**config.mk**
```make
export PLATFORM = sky130hd
export DESIGN_NAME = iambic_cw_keyer_flat
export DESIGN_NICKNAME = d
export VERILOG_FILES = /design/src/hw/rtl/ick_pkg.sv /design/src/hw/rtl/ick_req_if.sv /design/src/hw/rtl/ick_rsp_if.sv /design/src/hw/rtl/ick_csr_if.sv /design/src/hw/rtl/ick_csr.sv /design/src/hw/rtl/ick_fsm.sv /design/src/hw/rtl/iambic_cw_keyer.sv /design/src/flat_wrapper.sv
export SDC_FILE = /design/constraint.sdc
export NUM_CORES = 1
export LEC_CHECK = 0
export BUFFER_PORTS_ARGS = -buffer_cell sky130_fd_sc_hd__buf_2
export CAP_MARGIN = 5
export CORE_MARGIN = 2
export CORE_UTILIZATION = 46
export CTS_CLUSTER_DIAMETER = 150
export DETAILED_ROUTE_END_ITERATION = 12
export GPL_ROUTABILITY_DRIVEN = 0
export SLEW_MARGIN = 10
export SYNTH_ARGS = -nofsm -noshare
export SYNTH_HDL_FRONTEND = slang
export SYNTH_SLANG_ARGS = --single-unit
```
**constraint.sdc**
```tcl
create_clock -name clock -period 6.21 [get_ports clock]
set_input_delay 0.621 -clock clock [delete_from_list [all_inputs] [get_ports clock]]
set_output_delay 0.621 -clock clock [all_outputs]
set_load 0.005 [all_outputs]
```
**src/hw/rtl/ick_pkg.sv**
```systemverilog
// Shared types and constants for the iambic CW keyer.
`timescale 1ns / 1ps

package ick_pkg;

   localparam int DIT_BITS  = 15;
   localparam int MODE_BITS = 2;
   localparam int LOAD_BITS = DIT_BITS + 2;   // room for three dit lengths
   localparam int ADDR_BITS = 1;
   localparam int DATA_BITS = DIT_BITS;

   localparam logic [DIT_BITS-1:0] DIT_LENGTH_RESET = DIT_BITS'(48000 * 12 / (10 * 20));

   localparam logic [MODE_BITS-1:0] MODE_STRAIGHT = 2'd0;
   localparam logic [MODE_BITS-1:0] MODE_IAMBIC_A = 2'd1;
   localparam logic [MODE_BITS-1:0] MODE_IAMBIC_B = 2'd2;

   localparam logic [ADDR_BITS-1:0] REG_KEYER_MODE = 1'd0;
   localparam logic [ADDR_BITS-1:0] REG_DIT_LENGTH = 1'd1;

   typedef struct packed {
      logic [MODE_BITS-1:0] keyer_mode;
      logic [DIT_BITS-1:0]  dit_length;
   } cfg_type;

endpackage

```
**src/hw/rtl/ick_req_if.sv**
```systemverilog
// Paddle sample channel: one word per sample tick.
`timescale 1ns / 1ps

interface ick_req_if;
   logic valid;
   logic ready;
   logic dit_paddle;
   logic dah_paddle;

   modport source (output valid, output dit_paddle, output dah_paddle, input ready);
   modport sink (input valid, input dit_paddle, input dah_paddle, output ready);
endinterface

```
**src/hw/rtl/ick_rsp_if.sv**
```systemverilog
// Key-down result channel: one word per sample tick.
`timescale 1ns / 1ps

interface ick_rsp_if;
   logic valid;
   logic ready;
   logic key_down;

   modport source (output valid, output key_down, input ready);
   modport sink (input valid, input key_down, output ready);
endinterface

```
**src/hw/rtl/ick_csr_if.sv**
```systemverilog
// Register write channel of the keyer.
`timescale 1ns / 1ps

interface ick_csr_if;
   logic                   valid;
   logic                   ready;
   logic [ick_pkg::ADDR_BITS-1:0] addr;
   logic [ick_pkg::DATA_BITS-1:0] data;

   modport source (output valid, output addr, output data, input ready);
   modport sink (input valid, input addr, input data, output ready);
endinterface

```
**src/hw/rtl/ick_csr.sv**
```systemverilog
// Configuration registers: keyer mode and dit length.
`timescale 1ns / 1ps

module ick_csr (
   input  logic              clock,
   input  logic              reset,
   ick_csr_if.sink           csr_chan,
   output ick_pkg::cfg_type  cfg
);
   import ick_pkg::*;

   logic [MODE_BITS-1:0] mode_ff;
   logic [DIT_BITS-1:0]  dit_length_ff;
   logic                 wr;

   assign csr_chan.ready = 1'b1;
   assign wr = csr_chan.valid;

   always_ff @(posedge clock) begin
      if (reset) begin
         mode_ff       <= MODE_STRAIGHT;
         dit_length_ff <= DIT_LENGTH_RESET;
      end else if (wr) begin
         case (csr_chan.addr)
            REG_KEYER_MODE: mode_ff       <= csr_chan.data[MODE_BITS-1:0];
            REG_DIT_LENGTH: dit_length_ff <= csr_chan.data[DIT_BITS-1:0];
            default: ;
         endcase
      end
   end

   assign cfg.keyer_mode = mode_ff;
   assign cfg.dit_length = dit_length_ff;

endmodule

```
**src/hw/rtl/ick_fsm.sv**
```systemverilog
// Keyer state machine: phase, element timer, paddle memories and key output register.
`timescale 1ns / 1ps

module ick_fsm #(
   parameter int TIMER_BITS = 16
) (
   input  logic             clock,
   input  logic             reset,
   input  ick_pkg::cfg_type cfg,
   input  logic             step,
   input  logic             dit,
   input  logic             dah,
   output logic             key_down
);
   import ick_pkg::*;

   typedef enum logic [1:0] {
      PH_IDLE  = 2'd0,
      PH_DIT   = 2'd1,
      PH_DAH   = 2'd2,
      PH_SPACE = 2'd3
   } phase_type;

   localparam int WideBits = (TIMER_BITS > LOAD_BITS) ? TIMER_BITS : LOAD_BITS;
   localparam logic [TIMER_BITS-1:0] TimerMax = {TIMER_BITS{1'b1}};
   localparam logic [WideBits-1:0]   TimerMaxWide = WideBits'(TimerMax);

   phase_type             phase_ff, phase_in;
   logic [TIMER_BITS-1:0] timer_ff, timer_in;
   logic                  dit_mem_ff, dit_mem_in;
   logic                  dah_mem_ff, dah_mem_in;
   logic                  last_dit_ff, last_dit_in;
   logic                  key_ff, key_in;

   logic [DIT_BITS-1:0]   unit_len;
   logic [LOAD_BITS-1:0]  dah_len;
   logic [WideBits-1:0]   dit_wide, dah_wide;
   logic [TIMER_BITS-1:0] dit_load, dah_load;
   logic                  expired;
   logic                  dit_mem_or, dah_mem_or;

   // element lengths, saturated to the timer width
   assign unit_len = (cfg.dit_length == '0) ? DIT_BITS'(1) : cfg.dit_length;
   assign dah_len  = LOAD_BITS'(unit_len) + {1'b0, unit_len, 1'b0};
   assign dit_wide = WideBits'(unit_len);
   assign dah_wide = WideBits'(dah_len);
   assign dit_load = (dit_wide > TimerMaxWide) ? TimerMax : TIMER_BITS'(dit_wide);
   assign dah_load = (dah_wide > TimerMaxWide) ? TimerMax : TIMER_BITS'(dah_wide);

   assign expired    = (timer_ff <= TIMER_BITS'(1));
   assign dit_mem_or = dit_mem_ff | dit;
   assign dah_mem_or = dah_mem_ff | dah;

   always_comb begin
      phase_in    = phase_ff;
      timer_in    = timer_ff;
      dit_mem_in  = dit_mem_ff;
      dah_mem_in  = dah_mem_ff;
      last_dit_in = last_dit_ff;
      key_in      = key_ff;
      if (cfg.keyer_mode == MODE_STRAIGHT) begin
         key_in = dit;
      end else begin
         case (phase_ff)
            PH_IDLE: begin
               key_in     = 1'b0;
               dit_mem_in = 1'b0;
               dah_mem_in = 1'b0;
               if (dit) begin
                  phase_in    = PH_DIT;
                  timer_in    = dit_load;
                  last_dit_in = 1'b1;
               end else if (dah) begin
                  phase_in    = PH_DAH;
                  timer_in    = dah_load;
                  last_dit_in = 1'b0;
               end
            end
            PH_DIT, PH_DAH: begin
               key_in     = 1'b1;
               dit_mem_in = dit_mem_or;
               dah_mem_in = dah_mem_or;
               if (expired) begin
                  phase_in = PH_SPACE;
                  timer_in = dit_load;
               end else begin
                  timer_in = timer_ff - TIMER_BITS'(1);
               end
            end
            default: begin
               key_in     = 1'b0;
               dit_mem_in = dit_mem_or;
               dah_mem_in = dah_mem_or;
               if (!expired) begin
                  timer_in = timer_ff - TIMER_BITS'(1);
               end else if (!dit && !dah && cfg.keyer_mode == MODE_IAMBIC_A) begin
                  phase_in = PH_IDLE;
                  timer_in = '0;
               end else begin
                  timer_in = '0;
                  if ((!last_dit_ff && dit_mem_or) || (!(last_dit_ff && dah_mem_or) && dit)) begin
                     phase_in    = PH_DIT;
                     timer_in    = dit_load;
                     last_dit_in = 1'b1;
                     dit_mem_in  = 1'b0;
                     dah_mem_in  = 1'b0;
                  end else if ((last_dit_ff && dah_mem_or) || dah) begin
                     phase_in    = PH_DAH;
                     timer_in    = dah_load;
                     last_dit_in = 1'b0;
                     dit_mem_in  = 1'b0;
                     dah_mem_in  = 1'b0;
                  end else begin
                     phase_in = PH_IDLE;
                  end
               end
            end
         endcase
      end
   end

   always_ff @(posedge clock) begin
      if (reset) begin
         phase_ff    <= PH_IDLE;
         timer_ff    <= '0;
         dit_mem_ff  <= 1'b0;
         dah_mem_ff  <= 1'b0;
         last_dit_ff <= 1'b0;
         key_ff      <= 1'b0;
      end else if (step) begin
         phase_ff    <= phase_in;
         timer_ff    <= timer_in;
         dit_mem_ff  <= dit_mem_in;
         dah_mem_ff  <= dah_mem_in;
         last_dit_ff <= last_dit_in;
         key_ff      <= key_in;
      end
   end

   assign key_down = key_ff;

`ifndef SYNTHESIS
   a_idle_timer_clear: assert property (@(posedge clock) disable iff (reset)
      phase_ff == PH_IDLE |-> timer_ff == '0)
      else $error("timer not clear in idle");
   a_dit_marks_last: assert property (@(posedge clock) disable iff (reset)
      phase_ff == PH_DIT |-> last_dit_ff)
      else $error("dit phase without last-dit mark");
   a_dah_marks_last: assert property (@(posedge clock) disable iff (reset)
      phase_ff == PH_DAH |-> !last_dit_ff)
      else $error("dah phase with last-dit mark");
   a_start_silent: assert property (@(posedge clock) disable iff (reset)
      step && cfg.keyer_mode != MODE_STRAIGHT && phase_ff == PH_IDLE |=> !key_ff)
      else $error("key down on the tick leaving idle");
   a_straight_freeze: assert property (@(posedge clock) disable iff (reset)
      step && cfg.keyer_mode == MODE_STRAIGHT |=> $stable(phase_ff) && $stable(timer_ff))
      else $error("iambic state moved in straight mode");
`endif

endmodule

```
**src/hw/rtl/iambic_cw_keyer.sv**
```systemverilog
// Iambic CW keyer top level: input register, keyer state machine, result register.
// An accepted word is held in the input register, then its result word in the result register.
// One word per cycle unless stalled; the keyer's single-pass next-state logic sets this.
// Backpressure on the result side stalls both registers; one word is held in each.
// Reset (synchronous, active high): straight mode, dit length 2880 ticks, keyer idle.
`timescale 1ns / 1ps

module iambic_cw_keyer #(
   parameter int TIMER_BITS = 16
) (
   input  logic      clock,
   input  logic      reset,
   ick_req_if.sink   req_chan,
   ick_rsp_if.source rsp_chan,
   ick_csr_if.sink   csr_chan
);
   import ick_pkg::*;

   cfg_type cfg;
   logic    in_valid_ff, in_valid_in;
   logic    dit_ff, dah_ff;
   logic    rsp_valid_ff, rsp_valid_in;
   logic    advance;
   logic    req_take;
   logic    step;
   logic    key_down;

   assign advance        = !rsp_valid_ff || rsp_chan.ready;
   assign req_chan.ready = !in_valid_ff || advance;
   assign req_take       = req_chan.valid && req_chan.ready;
   assign step           = in_valid_ff && advance;

   assign in_valid_in  = req_take ? 1'b1 : (advance ? 1'b0 : in_valid_ff);
   assign rsp_valid_in = advance ? in_valid_ff : rsp_valid_ff;

   always_ff @(posedge clock) begin
      if (reset) begin
         in_valid_ff  <= 1'b0;
         rsp_valid_ff <= 1'b0;
      end else begin
         in_valid_ff  <= in_valid_in;
         rsp_valid_ff <= rsp_valid_in;
      end
   end

   // paddle word register
   always_ff @(posedge clock) begin
      if (req_take) begin
         dit_ff <= req_chan.dit_paddle;
         dah_ff <= req_chan.dah_paddle;
      end
   end

   ick_csr u_csr (
      .clock    (clock),
      .reset    (reset),
      .csr_chan (csr_chan),
      .cfg      (cfg)
   );

   ick_fsm #(
      .TIMER_BITS (TIMER_BITS)
   ) u_fsm (
      .clock    (clock),
      .reset    (reset),
      .cfg      (cfg),
      .step     (step),
      .dit      (dit_ff),
      .dah      (dah_ff),
      .key_down (key_down)
   );

   assign rsp_chan.valid    = rsp_valid_ff;
   assign rsp_chan.key_down = key_down;

endmodule

```
**src/flat_wrapper.sv**
```systemverilog
// flat-port wrapper written by rule: the top's interface ports become plain ports
module iambic_cw_keyer_flat import ick_pkg::*;
#(
   parameter int TIMER_BITS = 16
)
  (clock, reset, req_chan_valid, req_chan_dit_paddle, req_chan_dah_paddle, req_chan_ready, rsp_chan_valid, rsp_chan_key_down, rsp_chan_ready, csr_chan_valid, csr_chan_addr, csr_chan_data, csr_chan_ready);
  ick_req_if req_chan_i ();
  ick_rsp_if rsp_chan_i ();
  ick_csr_if csr_chan_i ();
  input  logic clock;
  input  logic reset;
  input wire logic [$bits(req_chan_i.valid)-1:0] req_chan_valid;
  input wire logic [$bits(req_chan_i.dit_paddle)-1:0] req_chan_dit_paddle;
  input wire logic [$bits(req_chan_i.dah_paddle)-1:0] req_chan_dah_paddle;
  output wire logic [$bits(req_chan_i.ready)-1:0] req_chan_ready;
  output wire logic [$bits(rsp_chan_i.valid)-1:0] rsp_chan_valid;
  output wire logic [$bits(rsp_chan_i.key_down)-1:0] rsp_chan_key_down;
  input wire logic [$bits(rsp_chan_i.ready)-1:0] rsp_chan_ready;
  input wire logic [$bits(csr_chan_i.valid)-1:0] csr_chan_valid;
  input wire logic [$bits(csr_chan_i.addr)-1:0] csr_chan_addr;
  input wire logic [$bits(csr_chan_i.data)-1:0] csr_chan_data;
  output wire logic [$bits(csr_chan_i.ready)-1:0] csr_chan_ready;
  assign req_chan_i.valid = req_chan_valid;
  assign req_chan_i.dit_paddle = req_chan_dit_paddle;
  assign req_chan_i.dah_paddle = req_chan_dah_paddle;
  assign req_chan_ready = req_chan_i.ready;
  assign rsp_chan_valid = rsp_chan_i.valid;
  assign rsp_chan_key_down = rsp_chan_i.key_down;
  assign rsp_chan_i.ready = rsp_chan_ready;
  assign csr_chan_i.valid = csr_chan_valid;
  assign csr_chan_i.addr = csr_chan_addr;
  assign csr_chan_i.data = csr_chan_data;
  assign csr_chan_ready = csr_chan_i.ready;
  iambic_cw_keyer #(.TIMER_BITS(TIMER_BITS)) u_core (.clock(clock), .reset(reset), .req_chan(req_chan_i), .rsp_chan(rsp_chan_i), .csr_chan(csr_chan_i));
endmodule
```
==> impl_results.md <==
- Status: completed
- Final worst path period share: 82.13%
- Max rail drop VDD: 0.08786 mV
- Row count: 34
- Synth area leader: dfxtp_1
- Setup WS pre-CTS: 1.282 ns
- Antenna cells: 0
- Placed insts: 660
- Syn avg cell area: 7.189 um2
- Worst-Skew Late Latency: 0.31 ns
- Synth cell types: 71
- Largest net degree at the start of global routing: 35
- Register area share after synthesis: 21.96%
- Post-synthesis instance area: 4011 um2
- PnR Total Power: 778.7 uW
- CP Class: reg -> reg
- Peak Freq: 196.1 MHz
- Synth top area share: 20.46%
- Total GRT Usage: 25.22%
- Clk root buf: clkbuf_8
- Post-synthesis net count: 604
- CP required: 6.47 ns
- Input/output buffers: 25
- DIE WIDTH: 97.38 um
- Cell leakage power: 1.746 nW
- Number of flops mapped to enable cells by yosys: 2
- CTS tree: built
- Final Non-Filler Cells: 668
- Clock Pin Slew Worst Setup and Hold Paths: 0.10 ns
- First-pass GRT wire length: 19.50 mm
- Fin worst setup slack: 1.109 ns
- DR vias/cell: 6.305
- Flops & latches, synth: 43
- I/O pin count: 27
- Area grow syn2layout: 5.895%
- Hold buffers post-CTS: 0
- Cts bufs inserted: 5
- Skew final: 0.005541 ns
- Layout cell share with drive strength beyond 1: 9.286%
- Dpl hpwl: 9.247 mm
- Worst Setup Start Kind: flop
- Total grt overflow: 0
- Initial antenna violation count: 0
- Residual DRC: 0
- Hold WS: 0.4851 ns
- PwrDens: 183.3 nW/um2
- Minimum clock period: 5.101 ns
- TritonRoute pass-1 iters: 8
- Postcts setup bufs: 0
- Final setup violation count: 0
- Maximum buffer depth of the clock tree: 2
- CP Data Arrival Time: 5.36 ns
- Setup TNS: 0 ns
- Slew headroom: 30.69%
- Post-route cell area: 4248 um2
- Worst setup EP type: flop
- Avg WL per Cell: 18.26 um
- Synth top area cells: dfxtp_1, nand2_1, ha_1
- Initial Util: 46.68%
- Post-DP Area: 4155 um2
- Fraction of registers with async set/reset: 0%
- Fin. Hold Viols: 0
- Synth Warn #: 0
- Total of max-cap violations: 0
- Core Box Area: 8593 um2
- Hold Path Class: in -> reg
- Via count: 4212
- Fin util: 49.43%
- Top FF cell, synth: dfxtp_1
- TritonCTS sink count: 43
- Die height: 97.38 um
- CP Max Fanout: 15
- RSZ-0062 raised after global routing: no
- Slew @ Worst Pin: 1.038 ns
- DRT Wirelength: 12.20 mm
- ANT nets after route: 0
- Die ar.: 9483 um2
- Fin. max-slew vios: 0
- Number of global-route vias before repair: 3881
- PostCTS Resize Cnt: 0
- Fin nets: 605
- H-tree Lvls: 2
- First-iteration detailed-routing DRC count: 408
- Mapped Cells: 558
cell usage after synthesis (10+ instances only):
cell type,n
nand2_1,76
nor2_1,54
a21oi_1,41
dfxtp_1,41
o21ai_0,34
inv_1,31
clkbuf_1,29
ha_1,22
o211ai_1,12
xnor2_1,11
and2_1,10
nand2b_1,10
cell usage in the layout (no fill, tap or decap), types with 4 or more instances in the layout:
| cell | n |
|---|---|
| o21a_1 | 4 |
| and3_1 | 6 |
| a221oi_1 | 9 |
| o31ai_1 | 7 |
| and2_1 | 10 |
| nand3_1 | 9 |
| nor3b_1 | 4 |
| a21o_1 | 8 |
| inv_1 | 31 |
| o221ai_1 | 6 |
| dfxtp_1 | 41 |
| clkbuf_8 | 5 |
| nor4_1 | 9 |
| a21oi_1 | 41 |
| nand3b_1 | 7 |
| a22oi_1 | 5 |
| o21ai_0 | 34 |
| a32o_1 | 4 |
| ha_1 | 22 |
| nor2b_1 | 6 |
| nor2_1 | 54 |
| nand2_1 | 76 |
| xor2_1 | 5 |
| buf_4 | 4 |
| xnor2_1 | 11 |
| buf_2 | 25 |
| or2_2 | 5 |
| or4_1 | 5 |
| a211oi_1 | 8 |
| nor3_1 | 5 |
| mux2i_1 | 8 |
| a221o_1 | 8 |
| o211ai_1 | 12 |
| nand2b_1 | 10 |
power by group:
part           switching, mW  internal (mW)
Clock                  0.115         0.0807
Sequential            0.0136          0.288
Combinational          0.180          0.101
routing by layer:
metal | up-vias | routed length [um] | track usage [%]
met5 | - | 0 | 0
li1 | 2042 | - | -
met2 | 214 | 5347 | 39.79
met1 | 1921 | 5471 | 34.12
met3 | 35 | 954 | 4.748
met4 | 0 | 421 | 9.829
path summary, 6_finish.rpt:
check	startpoint	endpoint	slack [ns]	cells after the start
worst max-delay path	u_core.u_csr.dit_length_ff[14]	u_core.u_fsm.timer_ff[3]	1.11	13
worst min-delay path	req_chan_dah_paddle	u_core.dah_ff	0.49	1
worst max register to register	u_core.u_csr.dit_length_ff[14]	u_core.u_fsm.timer_ff[3]	1.11	13
worst min register to register	u_core.u_fsm.phase_ff[1]	u_core.u_fsm.phase_ff[1]	0.50	2
sequential cells by signal, summed over array words and instances (netlist names), 2 cells and up:
signal,flops
u_core.u_csr.dit_length_ff,15
u_core.u_csr.mode_ff,2
u_core.u_fsm.timer_ff,16
u_core.u_fsm.phase_ff,2
area by class of cell:
type / count / area (um2)
Fill cell: 891 / 4345
Multi-Input combinational cell: 448 / 2864
Sequential cell: 43 / 880.8
Timing Repair Buffer: 29 / 155.1
Tap cell: 108 / 135.1
Inverter: 32 / 120.1
Clock buffer: 5 / 68.82
Clock inverter: 3 / 23.77
cell families (layout without fill, tap and decap cells):
group / count (synthesis) / in the layout / share of synthesized area, %
xor gates and xnor gates: 16 / 16 / 3.493
adders and majority gates: 23 / 23 / 7.361
other: 1 / 1 / 0.09348
muxes: 11 / 11 / 2.838
AOI/OAI and AO/OA: 180 / 180 / 31.29
and+or+nand+nor: 217 / 217 / 26.33
buffers and inverters: 67 / 69 / 6.643
DFF: 43 / 43 / 21.96
critical path: stages (launching register included):
cell and delay, ns:
dfxtp_1 0.48, or4b_1 0.54, or4_1 0.66, nand2_1 0.18
inv_1 0.14, fa_1 0.49, a21o_1 0.22, a221oi_1 0.72
o31ai_1 0.25, xnor2_1 0.21, or4_1 0.54, o31ai_1 0.34
o221ai_1 0.18, nand2_1 0.09
(Power assumes the default switching activity.)
